===== src/sv/btag_ram.sv =====
`timescale 1ns / 1ps
// ----------------------------------------------------------------------------
// btag_ram
// Generic one-write, one-read memory with registered read data.
// ----------------------------------------------------------------------------
module btag_ram #(
    parameter int WIDTH = 8,
    parameter int DEPTH = 16
) (
    input  logic                     i_clk,
    input  logic                     i_we,
    input  logic [$clog2(DEPTH)-1:0] i_waddr,
    input  logic [WIDTH-1:0]         i_wdata,
    input  logic [$clog2(DEPTH)-1:0] i_raddr,
    output logic [WIDTH-1:0]         o_rdata
);
    logic [WIDTH-1:0] r_mem [DEPTH];

    always_ff @(posedge i_clk) begin
        if (i_we) begin
            r_mem[i_waddr] <= i_wdata;
        end
        o_rdata <= r_mem[i_raddr];
    end
endmodule


===== config.mk =====
export PLATFORM = sky130hd
export DESIGN_NAME = btag_ram
export DESIGN_NICKNAME = d
export VERILOG_FILES = /design/src/sv/btag_ram.sv
export SDC_FILE = /design/constraint.sdc
export NUM_CORES = 1
export LEC_CHECK = 0
export ABC_AREA = 1
export BUFFER_PORTS_ARGS = -buffer_cell sky130_fd_sc_hd__buf_4
export CAP_MARGIN = 0
export CORE_ASPECT_RATIO = 0.7
export CORE_MARGIN = 4
export CORE_UTILIZATION = 35
export DETAILED_ROUTE_END_ITERATION = 10
export SYNTH_ARGS = -nofsm -noshare
export SYNTH_HDL_FRONTEND = slang
export SYNTH_SLANG_ARGS = --single-unit

===== constraint.sdc =====
create_clock -name i_clk -period 1.2 [get_ports i_clk]
set_input_delay 0.18 -clock i_clk [delete_from_list [all_inputs] [get_ports i_clk]]
set_output_delay 0.18 -clock i_clk [all_outputs]
set_load 0.005 [all_outputs]

==> summary.md <==
| Metric | Value |
|---|---|
| CP required | 1.02 ns |
| Slew margin rel. | 0.746 |
| H-tree depth | 4 |
| Worst Tran Pin Value | 0.380 ns |
| Placer Congestion | 0.838 |
| Number of routed nets with antenna violations | 0 |
| Largest net degree at the start of global routing | 33 |
| Gr ovfl total | 0 |
| Residual DRC count | 0 |
| Num Clock Sinks | 136 |
| Top cell type by total area after synthesis | edfxtp_1 |
| YS warnings | 0 |
| Clock skew | 0.00679 ns |
| Syn-to-layout area delta | 22.9% |
| Period utilization | 0.964 |
| Post_cts resized | 0 |
| Hold_buf cts | 0 |
| Starting density of the core | 0.364 |
| Hold Vio Cnt, Final | 0 |
| Syn Inst Count | 551 |
| Average cell area after synthesis | 10.5 sq um |
| Worst setup SP type | register |
| Final setup fails | 0 |
| Hold Crit Class | in -> reg |
| #FFs+latches synth | 136 |
| Kind of critical path | reg -> out |
| Worst-path clk slew | 0.06 ns |
| First-pass GRT wire length | 21,800 microns |
| Outcome | completed |
| WL per Instance | 16.5 microns |
| Core area | 15,800 sq um |
| Total wire length | 13,900 microns |
| Nets@finish | 628 |
| CP max stage cell | dfxtp_1 |
| Power Total | 11.7 mW |
| Fmax | 865 MHz |
| Post-synth top area share | 0.667 |
| Die Span Y | 115 microns |
| Delay-heaviest family, CP | flip-flops |
| Pre-Repair DR Iteration Count | 5 |
| CTS tree | built |
| Post-synth net total | 569 |
| PortBufs | 25 |
| Final Max Slew Viols | 0 |
| Setup Fix Bufs, Post-CTS | 0 |
| Filler cells | 1,446 |
| Vias in the first global route | 3,852 |
| Max incr delay on CP | 0.42 ns |
| Die W | 161 microns |
| Initial antenna violation count | 0 |
| LEAKAGE | 3.08 nW |
| Max-Cap Viols | 0 |
| Area contributors post-synth | edfxtp_1 67%, nand2_1 11%, nand3_1 8.4%, inv_1 6.5%, dfxtp_1 2.8% |
| IO Pins | 26 |
| Final Cell Area | 7090 sq um |
| Via density per instance | 4.70 |
| Synthesized area | 5770 sq um |
| Total die area | 18,600 sq um |
| Seq/Total Area, Yosys | 0.694 |
| Cell Area, Placed | 6460 sq um |
| Worst EP arrival | 0.98 ns |
| Min Tclk post-route | 1.16 ns |
| Clk_lat worst skew | 0.41 ns |
| Share of cells above drive strength 1 | 0.151 |
| Antenna fix cells | 0 |
| Crit path buffers/inverters | 1 |
| CTS buffer count | 17 |
| Commonest non-fill, non-tap cells in the layout | 173 x nand2_1, 128 x edfxtp_1, 100 x inv_1 |
| Commonest non-fill, non-tap cell in the layout | nand2_1 |
| FP Rows | 38 |
| Synth cell types | 12 |
| Detail Placement HPWL | 9280 microns |
| CP Cell Sequence | buf_4 |
| Root buf cell | clkbuf_16 |
| Longest Clk Path Bufs | 2 |
| PwrDens | 1650 nW/um^2 |
| Iteration-0 DRC Markers | 303 |
| Worst-path maximum fanout | 1 |
| Via count | 3,961 |
| CP endpoint kind | output pin |
| GRT Total Usage | 0.158 |
| Worst vdd ir | 0.942 mV |
| RSZ-0062 raised after global routing | false |
[through the flow]
stage	TNS [ns]	hold WS, ns	util	setup WS [ns]	std cells
3_3_place_gp	-0.245	0.508	0.408	-0.0909	811
4_1_cts	0	0.0905	0.448	0.0477	842
6_report	0	0.0887	0.448	0.0437	842
2_1_floorplan	0	0.279	-	0.0692	551
3_5_place_dp	-0.758	0.515	0.408	-0.0957	811
5_1_grt	0	0.102	0.448	0.0266	842
[routing by layer]
metal / GRT usage / vias to the layer above / wire length [microns]
met5: 0 / - / 0
met4: 0.0403 / 0 / 163
met3: 0.0394 / 14 / 1050
met2: 0.233 / 143 / 5960
met1: 0.234 / 1911 / 6760
li1: - / 1893 / -
[flip-flops by register name, indices dropped and copies added (netlist names)]
register  cells
o_rdata       8
r_mem       128
[layout make-up]
class / count / area, sq um / share of cell area
Tap cell: 220 / 275 / 0.0388
Inverter: 102 / 383 / 0.0540
Clock inverter: 14 / 205 / 0.0290
Clock buffer: 17 / 425 / 0.0600
Timing Repair Buffer: 64 / 581 / 0.0819
Multi-Input combinational cell: 289 / 1210 / 0.171
Sequential cell: 136 / 4000 / 0.565
[logic make-up after synthesis]
logic type,synth area share
simple gates,0.210
flops,0.694
buf+inv,0.0952
[synth_stat cells]
master	count
inv_1	100
nand3b_1	2
inv_2	2
nand3_1	97
buf_2	13
nor2_1	17
edfxtp_1	128
dfxtp_1	8
nand2_1	173
buf_4	4
buf_1	1
buf_6	6
[final timing paths]
check / start / to / slack, ns / cells after the start
min reg2reg: r_mem[2][0]$_DFFE_PP_ / o_rdata[0]$_DFF_P_ / 0.66 / 6
min: i_wdata[7] / r_mem[10][7]$_DFFE_PP_ / 0.09 / 1
max: o_rdata[0]$_DFF_P_ / o_rdata[0] / 0.04 / 1
max reg2reg: r_mem[12][0]$_DFFE_PP_ / o_rdata[0]$_DFF_P_ / 0.21 / 6
[report_power, final]
part / switching [mW] / internal [mW]
Combinational: 0.466 / 0.287
Clock: 1.91 / 3.66
Sequential: 0.0407 / 5.31
Total: 2.41 / 9.25
Note: power is estimated with default switching activity, not from simulation.
